`config.mk`:
```
export PLATFORM = sky130hd
export DESIGN_NAME = wav_pcm16_stream_deframer_unit
export DESIGN_NICKNAME = d
export VERILOG_FILES = /design/src/rtl/wpsd_pkg.sv /design/src/rtl/wpsd_parser.sv /design/src/rtl/wav_pcm16_stream_deframer_unit.sv
export VERILOG_INCLUDE_DIRS = /design/src /design/src/rtl
export SDC_FILE = /design/constraint.sdc
export NUM_CORES = 1
export LEC_CHECK = 0
export BUFFER_PORTS_ARGS = -buffer_cell sky130_fd_sc_hd__buf_2
export CORE_ASPECT_RATIO = 0.5
export CORE_MARGIN = 3
export CORE_UTILIZATION = 50
export CTS_CLUSTER_SIZE = 16
export DETAILED_ROUTE_END_ITERATION = 16
export PLACE_DENSITY = 0.67
export SLEW_MARGIN = 20
export SYNTH_ARGS = -nofsm -noshare
export SYNTH_HDL_FRONTEND = slang
export SYNTH_HIERARCHICAL = 1
export SYNTH_SLANG_ARGS = --single-unit
```
`constraint.sdc`:
```
create_clock -name clk -period 18.2 [get_ports clk]
set_input_delay 1.82 -clock clk [delete_from_list [all_inputs] [get_ports clk]]
set_output_delay 1.82 -clock clk [all_outputs]
set_load 0.005 [all_outputs]
```
`src/rtl/assert_macros.svh`:
```
// ----------------------------------------------------------------------------
// Assertion macros
// Shared concurrent assertion helpers for the WAV deframer RTL.
// ----------------------------------------------------------------------------
`ifndef ASSERT_MACROS_SVH
`define ASSERT_MACROS_SVH
`ifndef ASSERT_OFF
`define ASSERT_IMPLY(lbl, clk, rst, ante, cons, msg) \
  lbl: assert property (@(posedge clk) disable iff (rst) (ante) |-> (cons)) else $error(msg);
`define ASSERT_NEXT(lbl, clk, rst, ante, cons, msg) \
  lbl: assert property (@(posedge clk) disable iff (rst) (ante) |=> (cons)) else $error(msg);
`else
`define ASSERT_IMPLY(lbl, clk, rst, ante, cons, msg)
`define ASSERT_NEXT(lbl, clk, rst, ante, cons, msg)
`endif
`endif

```
`src/rtl/wpsd_pkg.sv`:
```
// ----------------------------------------------------------------------------
// WAV deframer package
// Types, tags and codes shared by the WAV PCM16 deframer modules.
// ----------------------------------------------------------------------------
package wpsd_pkg;

  localparam logic [31:0] TAG_RIFF = 32'h5249_4646;
  localparam logic [31:0] TAG_WAVE = 32'h5741_5645;
  localparam logic [31:0] TAG_FMT  = 32'h666D_7420;
  localparam logic [31:0] TAG_DATA = 32'h6461_7461;

  localparam logic [31:0] FMT_KEEP    = 32'd16;
  localparam logic [15:0] FMT_PCM     = 16'd1;
  localparam logic [15:0] BITS_PCM16  = 16'd16;
  localparam logic [15:0] CHAN_MONO   = 16'd1;
  localparam logic [15:0] CHAN_STEREO = 16'd2;

  localparam logic [3:0] RIFF_TAG_LAST = 4'd3;
  localparam logic [3:0] RIFF_HDR_LAST = 4'd11;
  localparam logic [3:0] CHDR_TAG_LEN  = 4'd4;
  localparam logic [3:0] CHDR_HDR_LAST = 4'd7;

  typedef enum logic [1:0] {
    KIND_FRAME  = 2'd0,
    KIND_HEADER = 2'd1,
    KIND_REJECT = 2'd2
  } kind_t;

  typedef enum logic [1:0] {
    REJ_NOT_WAVE   = 2'd0,
    REJ_NO_FMT     = 2'd1,
    REJ_NOT_PCM16  = 2'd2,
    REJ_BAD_CHAN   = 2'd3
  } reject_t;

  typedef enum logic [6:0] {
    PH_RIFF = 7'b000_0001,
    PH_CHDR = 7'b000_0010,
    PH_FMT  = 7'b000_0100,
    PH_SKIP = 7'b000_1000,
    PH_PAD  = 7'b001_0000,
    PH_DATA = 7'b010_0000,
    PH_DONE = 7'b100_0000
  } phase_t;

  typedef struct packed {
    logic               valid;
    kind_t              kind;
    logic signed [15:0] left_sample;
    logic signed [15:0] right_sample;
    logic [31:0]        rate_hz;
    logic [15:0]        channel_count;
    logic [31:0]        data_length;
    reject_t            reject_reason;
    logic               last_frame;
  } result_t;

  function automatic logic [31:0] put_byte32(logic [31:0] v, logic [1:0] pos, logic [7:0] b);
    logic [31:0] r;
    r = v;
    unique case (pos)
      2'd0: r[7:0]   = b;
      2'd1: r[15:8]  = b;
      2'd2: r[23:16] = b;
      2'd3: r[31:24] = b;
    endcase
    return r;
  endfunction

endpackage

```
`src/rtl/wpsd_parser.sv`:
```
// ----------------------------------------------------------------------------
// WAV deframer parser
// Holds the parse state and turns one file byte into at most one result.
// ----------------------------------------------------------------------------
`include "assert_macros.svh"

module wpsd_parser (
  input  logic              clk,
  input  logic              rst,
  input  logic              step,
  input  logic [7:0]        data_byte,
  input  logic              start_of_file,
  output wpsd_pkg::result_t res
);
  import wpsd_pkg::*;

  phase_t      phase, phase_c, phase_next;
  logic [3:0]  hdr_idx, hdr_idx_c, hdr_idx_next;
  logic [31:0] chunk_tag, chunk_tag_c, chunk_tag_next;
  logic [31:0] chunk_length, chunk_length_c, chunk_length_next;
  logic [31:0] bytes_remaining, bytes_remaining_c, bytes_remaining_next;
  logic [15:0] audio_format, audio_format_c, audio_format_next;
  logic [15:0] stored_channels, stored_channels_c, stored_channels_next;
  logic [31:0] stored_rate, stored_rate_c, stored_rate_next;
  logic [15:0] stored_bits, stored_bits_c, stored_bits_next;
  logic        format_seen, format_seen_c, format_seen_next;
  logic [23:0] frame_hold, frame_hold_c, frame_hold_next;
  logic [1:0]  frame_idx, frame_idx_c, frame_idx_next;

  logic [31:0] fmt_pos;
  logic [31:0] rem_dec;
  logic [2:0]  frame_size;
  logic [2:0]  frame_idx_inc;
  logic [23:0] hold_base;
  logic [31:0] word;

  logic        hdr_out;
  logic        rej_out;
  logic        last_out;

  always_comb begin
    phase_c           = start_of_file ? PH_RIFF : phase;
    hdr_idx_c         = start_of_file ? '0 : hdr_idx;
    chunk_tag_c       = start_of_file ? '0 : chunk_tag;
    chunk_length_c    = start_of_file ? '0 : chunk_length;
    bytes_remaining_c = start_of_file ? '0 : bytes_remaining;
    audio_format_c    = start_of_file ? '0 : audio_format;
    stored_channels_c = start_of_file ? '0 : stored_channels;
    stored_rate_c     = start_of_file ? '0 : stored_rate;
    stored_bits_c     = start_of_file ? '0 : stored_bits;
    format_seen_c     = start_of_file ? 1'b0 : format_seen;
    frame_hold_c      = start_of_file ? '0 : frame_hold;
    frame_idx_c       = start_of_file ? '0 : frame_idx;

    phase_next           = phase_c;
    hdr_idx_next         = hdr_idx_c;
    chunk_tag_next       = chunk_tag_c;
    chunk_length_next    = chunk_length_c;
    bytes_remaining_next = bytes_remaining_c;
    audio_format_next    = audio_format_c;
    stored_channels_next = stored_channels_c;
    stored_rate_next     = stored_rate_c;
    stored_bits_next     = stored_bits_c;
    format_seen_next     = format_seen_c;
    frame_hold_next      = frame_hold_c;
    frame_idx_next       = frame_idx_c;

    res.valid         = 1'b0;
    res.kind          = KIND_FRAME;
    res.left_sample   = '0;
    res.right_sample  = '0;
    res.rate_hz       = '0;
    res.channel_count = '0;
    res.data_length   = '0;
    res.reject_reason = REJ_NOT_WAVE;
    res.last_frame    = 1'b0;

    fmt_pos       = chunk_length_c - bytes_remaining_c;
    rem_dec       = bytes_remaining_c - 32'd1;
    frame_size    = (stored_channels_c == CHAN_STEREO) ? 3'd4 : 3'd2;
    frame_idx_inc = {1'b0, frame_idx_c} + 3'd1;
    hold_base     = (frame_idx_c == 2'd0) ? 24'd0 : frame_hold_c;
    word          = {8'd0, hold_base} | ({24'd0, data_byte} << {frame_idx_c, 3'b000});

    unique case (phase_c)
      PH_RIFF: begin
        chunk_tag_next = {chunk_tag_c[23:0], data_byte};
        if (hdr_idx_c == RIFF_TAG_LAST) begin
          chunk_length_next = (chunk_tag_next == TAG_RIFF) ? 32'd1 : 32'd0;
        end
        if (hdr_idx_c >= RIFF_HDR_LAST) begin
          hdr_idx_next = '0;
          if (chunk_tag_next == TAG_WAVE && chunk_length_c == 32'd1) begin
            chunk_length_next = '0;
            phase_next        = PH_CHDR;
          end else begin
            phase_next        = PH_DONE;
            res.valid         = 1'b1;
            res.kind          = KIND_REJECT;
            res.reject_reason = REJ_NOT_WAVE;
          end
        end else begin
          hdr_idx_next = hdr_idx_c + 4'd1;
        end
      end
      PH_CHDR: begin
        if (hdr_idx_c < CHDR_TAG_LEN) begin
          chunk_tag_next = {chunk_tag_c[23:0], data_byte};
          if (hdr_idx_c == 4'd0) begin
            chunk_length_next = '0;
          end
          hdr_idx_next = hdr_idx_c + 4'd1;
        end else begin
          chunk_length_next = put_byte32(chunk_length_c, hdr_idx_c[1:0], data_byte);
          if (hdr_idx_c >= CHDR_HDR_LAST) begin
            hdr_idx_next         = '0;
            bytes_remaining_next = chunk_length_next;
            if (chunk_tag_c == TAG_FMT) begin
              if (chunk_length_next == 32'd0) begin
                format_seen_next = 1'b1;
                phase_next       = PH_CHDR;
              end else begin
                phase_next = PH_FMT;
              end
            end else if (chunk_tag_c == TAG_DATA) begin
              phase_next = PH_DONE;
              res.valid  = 1'b1;
              res.kind   = KIND_REJECT;
              priority if (!format_seen_c) begin
                res.reject_reason = REJ_NO_FMT;
              end else if (audio_format_c != FMT_PCM || stored_bits_c != BITS_PCM16) begin
                res.reject_reason = REJ_NOT_PCM16;
              end else if (stored_channels_c != CHAN_MONO &&
                           stored_channels_c != CHAN_STEREO) begin
                res.reject_reason = REJ_BAD_CHAN;
              end else begin
                phase_next        = PH_DATA;
                frame_hold_next   = '0;
                frame_idx_next    = '0;
                res.kind          = KIND_HEADER;
                res.rate_hz       = stored_rate_c;
                res.channel_count = stored_channels_c;
                res.data_length   = chunk_length_next;
              end
            end else begin
              phase_next = (chunk_length_next == 32'd0) ? PH_CHDR : PH_SKIP;
            end
          end else begin
            hdr_idx_next = hdr_idx_c + 4'd1;
          end
        end
      end
      PH_FMT: begin
        if (fmt_pos < FMT_KEEP) begin
          unique case (fmt_pos[3:0])
            4'd0:    audio_format_next[7:0]     = data_byte;
            4'd1:    audio_format_next[15:8]    = data_byte;
            4'd2:    stored_channels_next[7:0]  = data_byte;
            4'd3:    stored_channels_next[15:8] = data_byte;
            4'd4:    stored_rate_next[7:0]      = data_byte;
            4'd5:    stored_rate_next[15:8]     = data_byte;
            4'd6:    stored_rate_next[23:16]    = data_byte;
            4'd7:    stored_rate_next[31:24]    = data_byte;
            4'd14:   stored_bits_next[7:0]      = data_byte;
            4'd15:   stored_bits_next[15:8]     = data_byte;
            default: ;
          endcase
        end
        bytes_remaining_next = rem_dec;
        if (rem_dec == 32'd0) begin
          format_seen_next = 1'b1;
          phase_next       = PH_CHDR;
        end
      end
      PH_SKIP: begin
        bytes_remaining_next = rem_dec;
        if (rem_dec == 32'd0) begin
          phase_next = chunk_length_c[0] ? PH_PAD : PH_CHDR;
        end
      end
      PH_PAD: begin
        phase_next = PH_CHDR;
      end
      PH_DATA: begin
        if (frame_idx_c == 2'd0 && bytes_remaining_c < {29'd0, frame_size}) begin
          phase_next = PH_DONE;
        end else begin
          bytes_remaining_next = rem_dec;
          if (frame_idx_inc >= frame_size) begin
            frame_hold_next  = '0;
            frame_idx_next   = '0;
            res.valid        = 1'b1;
            res.kind         = KIND_FRAME;
            res.left_sample  = word[15:0];
            res.right_sample = (frame_size == 3'd4) ? word[31:16] : word[15:0];
            if (rem_dec < {29'd0, frame_size}) begin
              res.last_frame = 1'b1;
              phase_next     = PH_DONE;
            end
          end else begin
            frame_hold_next = word[23:0];
            frame_idx_next  = frame_idx_inc[1:0];
          end
        end
      end
      PH_DONE: begin
      end
      default: begin
        phase_next = PH_DONE;
      end
    endcase
  end

  always_ff @(posedge clk) begin
    if (rst) begin
      phase           <= PH_RIFF;
      hdr_idx         <= '0;
      chunk_tag       <= '0;
      chunk_length    <= '0;
      bytes_remaining <= '0;
      audio_format    <= '0;
      stored_channels <= '0;
      stored_rate     <= '0;
      stored_bits     <= '0;
      format_seen     <= 1'b0;
      frame_hold      <= '0;
      frame_idx       <= '0;
    end else if (step) begin
      phase           <= phase_next;
      hdr_idx         <= hdr_idx_next;
      chunk_tag       <= chunk_tag_next;
      chunk_length    <= chunk_length_next;
      bytes_remaining <= bytes_remaining_next;
      audio_format    <= audio_format_next;
      stored_channels <= stored_channels_next;
      stored_rate     <= stored_rate_next;
      stored_bits     <= stored_bits_next;
      format_seen     <= format_seen_next;
      frame_hold      <= frame_hold_next;
      frame_idx       <= frame_idx_next;
    end
  end

  assign hdr_out  = step && res.valid && res.kind == KIND_HEADER;
  assign rej_out  = step && res.valid && res.kind == KIND_REJECT;
  assign last_out = step && res.valid && res.last_frame;

  `ASSERT_NEXT(a_hdr_to_data, clk, rst, hdr_out, phase == PH_DATA, "header without data phase")
  `ASSERT_NEXT(a_reject_stops, clk, rst, rej_out, phase == PH_DONE, "reject did not stop parsing")
  `ASSERT_NEXT(a_last_frame_stops, clk, rst, last_out, phase == PH_DONE, "last frame did not stop")

endmodule

```
`src/rtl/wav_pcm16_stream_deframer_unit.sv`:
```
// ----------------------------------------------------------------------------
// WAV PCM16 stream deframer
// Parses a byte stream of a RIFF/WAVE file into a header word and stereo frames, or a rejection.
// ----------------------------------------------------------------------------
// The block takes one file byte per cycle and gives at most one result word
// per byte: a rejection when the RIFF header or the data chunk header ends,
// a header word when the data chunk header ends, and then a stereo frame each
// time a whole PCM16 frame has arrived. A byte passes through an input
// register and then a result register, and a new byte is taken every cycle
// while the result side keeps up. Raising start_of_file with a byte restarts
// parsing with that byte as the first byte of a new file.
`include "assert_macros.svh"

module wav_pcm16_stream_deframer_unit (
  input  logic               clk,
  input  logic               rst,
  input  logic               in_valid,
  output logic               in_ready,
  input  logic [7:0]         data_byte,
  input  logic               start_of_file,
  output logic               out_valid,
  input  logic               out_ready,
  output logic [1:0]         kind,
  output logic signed [15:0] left_sample,
  output logic signed [15:0] right_sample,
  output logic [31:0]        rate_hz,
  output logic [15:0]        channel_count,
  output logic [31:0]        data_length,
  output logic [1:0]         reject_reason,
  output logic               last_frame
);
  import wpsd_pkg::*;

  logic    s1_valid;
  logic [7:0] s1_byte;
  logic    s1_sof;
  logic    advance;
  result_t res;
  result_t out_r;
  logic    res_load;
  logic    out_stall;
  logic    out_not_frame;

  assign advance  = s1_valid && (!out_valid || out_ready);
  assign in_ready = !s1_valid || advance;

  always_ff @(posedge clk) begin
    if (rst) begin
      s1_valid <= 1'b0;
    end else if (in_ready) begin
      s1_valid <= in_valid;
    end
  end

  always_ff @(posedge clk) begin
    if (in_valid && in_ready) begin
      s1_byte <= data_byte;
      s1_sof  <= start_of_file;
    end
  end

  wpsd_parser u_parser (
    .clk           (clk),
    .rst           (rst),
    .step          (advance),
    .data_byte     (s1_byte),
    .start_of_file (s1_sof),
    .res           (res)
  );

  always_ff @(posedge clk) begin
    if (rst) begin
      out_valid <= 1'b0;
    end else if (advance && res.valid) begin
      out_valid <= 1'b1;
    end else if (out_ready) begin
      out_valid <= 1'b0;
    end
  end

  always_ff @(posedge clk) begin
    if (advance && res.valid) begin
      out_r <= res;
    end
  end

  assign kind          = out_r.kind;
  assign left_sample   = out_r.left_sample;
  assign right_sample  = out_r.right_sample;
  assign rate_hz       = out_r.rate_hz;
  assign channel_count = out_r.channel_count;
  assign data_length   = out_r.data_length;
  assign reject_reason = out_r.reject_reason;
  assign last_frame    = out_r.last_frame;

  assign res_load      = advance && res.valid;
  assign out_stall     = out_valid && !out_ready;
  assign out_not_frame = out_valid && out_r.kind != KIND_FRAME;

  `ASSERT_NEXT(a_result_registered, clk, rst, res_load, out_valid, "result not registered")
  `ASSERT_IMPLY(a_no_overrun, clk, rst, s1_valid && out_stall, !in_ready, "taken while stalled")
  `ASSERT_IMPLY(a_last_only_on_frame, clk, rst, out_not_frame, !last_frame, "last flag off a frame")

endmodule

```
## Word-level counts from Yosys, hierarchy flattened

Cells that the tools add are included.

| operators by class | value |
|---|---|
| add/sub/neg operators | 4 |
| order comparisons | 7 |
| equality and inequality tests | 31 |
| shift-type cells | 1 |
| mux-type cells | 124 |
| bitwise operators | 7 |
| reduce and logical (&&, ||, !) cells | 23 |

Operators by type and width:

| kind | count |
|---|---|
| $mux W32 | 15 |
| $mux W24 | 11 |
| $mux W8 | 22 |
| $mux W16 | 10 |
| $eq A32 B31 Y1 const B | 4 |
| $pmux W32 S2 | 2 |
| $mux W7 | 15 |
| $pmux W32 S3 | 1 |
| $mux W35 | 2 |
| $logic_not A32 Y1 | 2 |
| $lt A32 B3 Y1 | 2 |
| $pmux W7 S7 | 1 |
| $pmux W24 S2 | 1 |
| $eq A32 B1 Y1 const B | 1 |
| $lt A32 B5 Y1 const B | 1 |
| $ne A16 B1 Y1 const B | 2 |
| $or A24 B32 Y32 | 1 |
| $shl A8 B5 Y32 | 1 |
| $sub A32 B1 Y32 const B | 1 |
| $sub A32 B32 Y32 | 1 |
| $mux W2 | 15 |
| $mux W3 | 8 |
| $mux W4 | 5 |
| $eq A16 B2 Y1 const B | 1 |
| other kinds (40) | 72 |

| storage, ports and cells | value |
|---|---|
| register bits | 342 |
| input bits | 13 |
| output and inout bits | 119 |

## Logic depth before layout (Yosys ltp)

| logic depth | value |
|---|---|
| depth after elaboration | 13 |
| mapped depth | 24 |
| gate-level depth less buffers | 14 |

## By module

Netlist, hierarchy kept.

By module, submodules not included:

| module | instances | cells each | area an instance (µm²) | seq. area each (µm²) |
|---|---|---|---|---|
| wpsd_parser | 1 | 2238 | 16240.6 | 4284.1 |
| wav_pcm16_stream_deframer_unit | 1 | 137 | 3886.2 | 3823.7 |

## Worst setup path after synthesis

OpenSTA, ideal clock, no wires.

| path | value |
|---|---|
| kind | register to register |
| start | register s1_sof |
| end | register out_r, in the netlist channel_count[0], enable pin |
| library setup time | 0.609 ns |
| data arrival time | 8.854 ns |
| slack | 8.737 ns |
| cell stages (with the launch flop) | 18 |
| buffers on the path | 6 |
| path through | edfxtp_1 buf_4 buf_6 buf_4 buf_2 nor4_1 nand3_1 nor3_1 clkinv_1 clkbuf_1 ha_1 a211oi_2 nor2_1 nand2_1 clkbuf_1 nand2_1 nand2_1 nor2b_1 |

RTL lines:

| element | line | RTL |
|---|---|---|
| from (decl) | wav_pcm16_stream_deframer_unit.sv:36 | `logic s1_sof;` |
| from (signal assigned) | wav_pcm16_stream_deframer_unit.sv:58 | `s1_sof <= start_of_file;` |
| to (signal assigned) | wav_pcm16_stream_deframer_unit.sv:83 | `out_r <= res;` |
| to (decl) | wav_pcm16_stream_deframer_unit.sv:39 | `result_t out_r;` |

==> results.json <==
{
  "r2r_slack_ns": 11.33,
  "post_cts_buffers": 0,
  "slew_headroom_pct": 22.3,
  "core_mm2": 0.0393,
  "utilization_pct": 55.6,
  "critPathTopFamily": "simple AND/OR/NAND/NOR gates",
  "num_vias": 18900,
  "path_depth": 15,
  "crit_start": "s1_sof$_DFFE_PP_",
  "min_path_type": "reg -> reg",
  "vdd_drop_max_v": 0.0000736,
  "yosysUniqueCellTypes": 95,
  "numClockSinks": 342,
  "io_pins": 132,
  "ff_latch_area_mm2": 0.00811,
  "die-area_mm2": 0.0428,
  "grt_overflow": 0,
  "period_needed_ns": 6.87,
  "multi_input_area_mm2": 0.0110,
  "final-hold-violation-count": 0,
  "clk_pin_slew_worst_paths_ns": 0.07,
  "drc_errors": 0,
  "cts-root-buf": "clkbuf_16",
  "cts_tree": "done",
  "worst-setup-path-type": "reg -> reg",
  "r2r_start": "s1_sof$_DFFE_PP_",
  "cpMaxStageDelayCell": "buf_4",
  "cp-start-kind": "flip-flop",
  "fill_cells": 3666,
  "crit_path_max_incr_delay_ns": 0.75,
  "avgSynthCellArea_um2": 8.47,
  "synth_most_common_cell": "nor2_1",
  "p_total_uw": 1650,
  "ys_top_cells_by_area": "dfxtp_1 21%, edfxtp_1 19%, nor2_1 6.0%",
  "ys.flop_type": "dfxtp_1",
  "worstReg2RegEnd": "rate_hz[25]$_DFFE_PP_",
  "path_buf_inv": 5,
  "synth_top_area_share_pct": 21.5,
  "crit_arrival_ns": 7.09,
  "grt_max_degree": 153,
  "drt_wl_total_mm": 63.9,
  "reg2reg_depth": 15,
  "fmax_ghz": 0.146,
  "start_util_pct": 51.2,
  "cts_hold_buffers": 0,
  "endpoint_kind": "flip-flop",
  "p_per_area_mw_per_mm2": 75.3,
  "numCtsBuffers": 31,
  "wl_per_cell_um": 22.0,
  "die_y_um": 148,
  "die_w_um": 290,
  "gp_congestion": 0.989,
  "layout-drive-gt1-share_pct": 10.9,
  "grt_first_pass_wirelength_mm": 98.4,
  "maxCapViolCount": 0,
  "clock_skew_ns": 0.0132,
  "critPathMaxFanout": 152,
  "cts_max_level": 1,
  "n_antenna_cell": 0,
  "nNetsFinal": 2401,
  "vias_per_cell": 6.49,
  "crit_end": "rate_hz[25]$_DFFE_PP_",
  "cp.required_ns": 18.43,
  "outcome": "finished clean",
  "synth.top_cells.by_count": "320 x nor2_1, 216 x dfxtp_1, 180 x nand2_1",
  "crit_chain": "buf_12, inv_2, buf_4, nand2_1, inv_1, ha_1, a21oi_1, nor2_1, nand2_1, nor2b_1, nor2_1, nand2_1, nand2_1, nor2b_4, buf_4",
  "cellLeakagePower_uw": 0.00815,
  "std_cell_rows": 51,
  "syn_area_mm2": 0.0201,
  "max_slew.worst_pin.slew_ns": 1.17,
  "finalCritPeriodShare_pct": 37.7,
  "dr.pass1.iters": 5,
  "synthCells": 2375,
  "grt_pass1_vias": 17000,
  "ant_nets": 0,
  "place_hpwl_mm": 42.5,
  "cts_resized": 0,
  "clk_latency_ns": 0.60,
  "drtIter0Drc": 2578,
  "cp_common_cell": "nand2_1",
  "synth_edf_count": 126,
  "setup_viol_count_final": 0,
  "finalMaxSlewViolations": 0,
  "grt_use_total_pct": 28.8,
  "io_buffers": 131,
  "clock_tree.buffer_depth": 3,
  "area_delta_synth_final_pct": 8.68,
  "synth_seq_area_share_pct": 40.3,
  "synth_area_leader_cell": "dfxtp_1",
  "async_reset_ff_share_pct": 0,
  "antenna_found_initial": 1,
  "fin_setup_tns_ns": 0,
  "rsz0062_at_grt": "no",
  "ys_ff_latch": 342,
  "yosysWarnings": 6
}
[worst min path at each step]
stage	start	to	slack, ns	depth (start not counted)
3_3_place_gp	u_parser/chunk_tag[30]$_SDFFE_PP0P_	u_parser/chunk_tag[30]$_SDFFE_PP0P_	0.46	2
3_5_place_dp	u_parser/chunk_tag[26]$_SDFFE_PP0P_	u_parser/chunk_tag[26]$_SDFFE_PP0P_	0.47	2
2_1_floorplan	u_parser/chunk_tag[26]$_SDFFE_PP0P_	u_parser/chunk_tag[26]$_SDFFE_PP0P_	0.45	2
6_report	u_parser/chunk_tag[26]$_SDFFE_PP0P_	u_parser/chunk_tag[26]$_SDFFE_PP0P_	0.48	2
4_1_cts	u_parser/hdr_idx[0]$_SDFFE_PP0P_	u_parser/hdr_idx[3]$_SDFFE_PP0P_	0.49	2
5_1_grt	u_parser/chunk_length[26]$_SDFFE_PP0P_	u_parser/chunk_length[26]$_SDFFE_PP0P_	0.51	2
[per-layer routing]
layer | vias up | track usage, % | part of all wire, %
met5 | - | 0 | 0.030
met4 | 2 | 8.63 | 3.1
met3 | 140 | 6.49 | 10
met2 | 941 | 42.9 | 43
met1 | 8972 | 41.6 | 44
li1 | 8818 | - | -
[where the power goes]
group / leakage [uW] / switching, uW / internal [uW]
Sequential: 0.00316 / 10.1 / 793
Clock: 0.000502 / 308 / 370
Combinational: 0.00449 / 121 / 46.6
Total: 0.00815 / 439 / 1210
[layout make-up]
type	count	share of cell area (%)
clock buffers	41	4.00
clock inverters	17	0.738
inverters	42	0.721
flip-flops and latches	342	37.1
repair buffers	160	4.06
well taps	530	3.03
multi-input cells	1778	50.4
[sequential cells by signal, summed over array words and instances, names as in the netlist, 2 cells and up]
name                      cells
u_parser/hdr_idx              4
u_parser/frame_hold          24
rate_hz                      32
reject_reason                 2
u_parser/frame_idx            2
kind                          2
u_parser/phase                7
u_parser/audio_format        16
left_sample                  16
u_parser/chunk_length        32
u_parser/stored_rate         32
s1_byte                       8
u_parser/stored_bits         16
right_sample                 16
u_parser/chunk_tag           32
u_parser/bytes_remaining     32
channel_count                16
u_parser/stored_channels     16
data_length                  32
[logic make-up (layout without fill, tap and decap cells)]
| logic type | Yosys count | in the layout | synth area share (%) |
|---|---|---|---|
| AND/OR/NAND/NOR | 1008 | 1008 | 25.1 |
| AO/OA/AOI/OAI | 656 | 656 | 23.5 |
| flip-flops | 342 | 342 | 40.3 |
| buffers and inverters | 268 | 260 | 5.58 |
| multiplexers | 37 | 37 | 1.85 |
| adder cells (fa/ha/maj) | 34 | 34 | 2.18 |
| XOR/XNOR | 29 | 29 | 1.49 |
| other | 1 | 14 | 0.0186 |
[stage by stage]
step	setup slack, ns	hold slack [ns]	instance area [um2]	cells
after global routing	10.92	0.508	21900	2910
after floorplan	8.74	0.446	20200	2388
after detailed placement	11.50	0.475	20800	2852
after global placement	11.67	0.459	20800	2852
after CTS	11.53	0.489	21900	2910
final	11.33	0.482	21900	2910
[cells in the final DEF (no fill, tap or decap), drive strengths merged, types with 14 or more instances in the layout]
master	Yosys	final
nand4	36	36
nand2	180	180
nor2b	61	61
or4	24	24
inv	41	43
a31o	82	82
a31oi	29	29
conb	1	14
dfxtp	216	216
nand3	126	126
a21o	14	14
xnor2	21	21
and2	64	64
nand2b	24	24
o41ai	82	82
a211oi	23	23
clkbuf	162	41
ha	31	31
nor2	320	320
a21oi	145	145
nor3b	31	31
o22ai	17	17
buf	64	160
edfxtp	126	126
nor3	43	43
mux2i	36	36
nor4	41	41
o21ai	65	65
o31ai	15	15
a22oi	58	58
[worst register-to-register path, stage by stage, from the launching register on]
cell and delay (ns):
edfxtp_1 0.41, buf_12 0.28, inv_2 0.58, buf_4 0.62, nand2_1 0.24, inv_1 0.13
ha_1 0.71, a21oi_1 0.37, nor2_1 0.36, nand2_1 0.65, nor2b_1 0.54, nor2_1 0.08
nand2_1 0.08, nand2_1 0.11, nor2b_4 0.47, buf_4 0.76
Power figures use the tool's default switching activity.
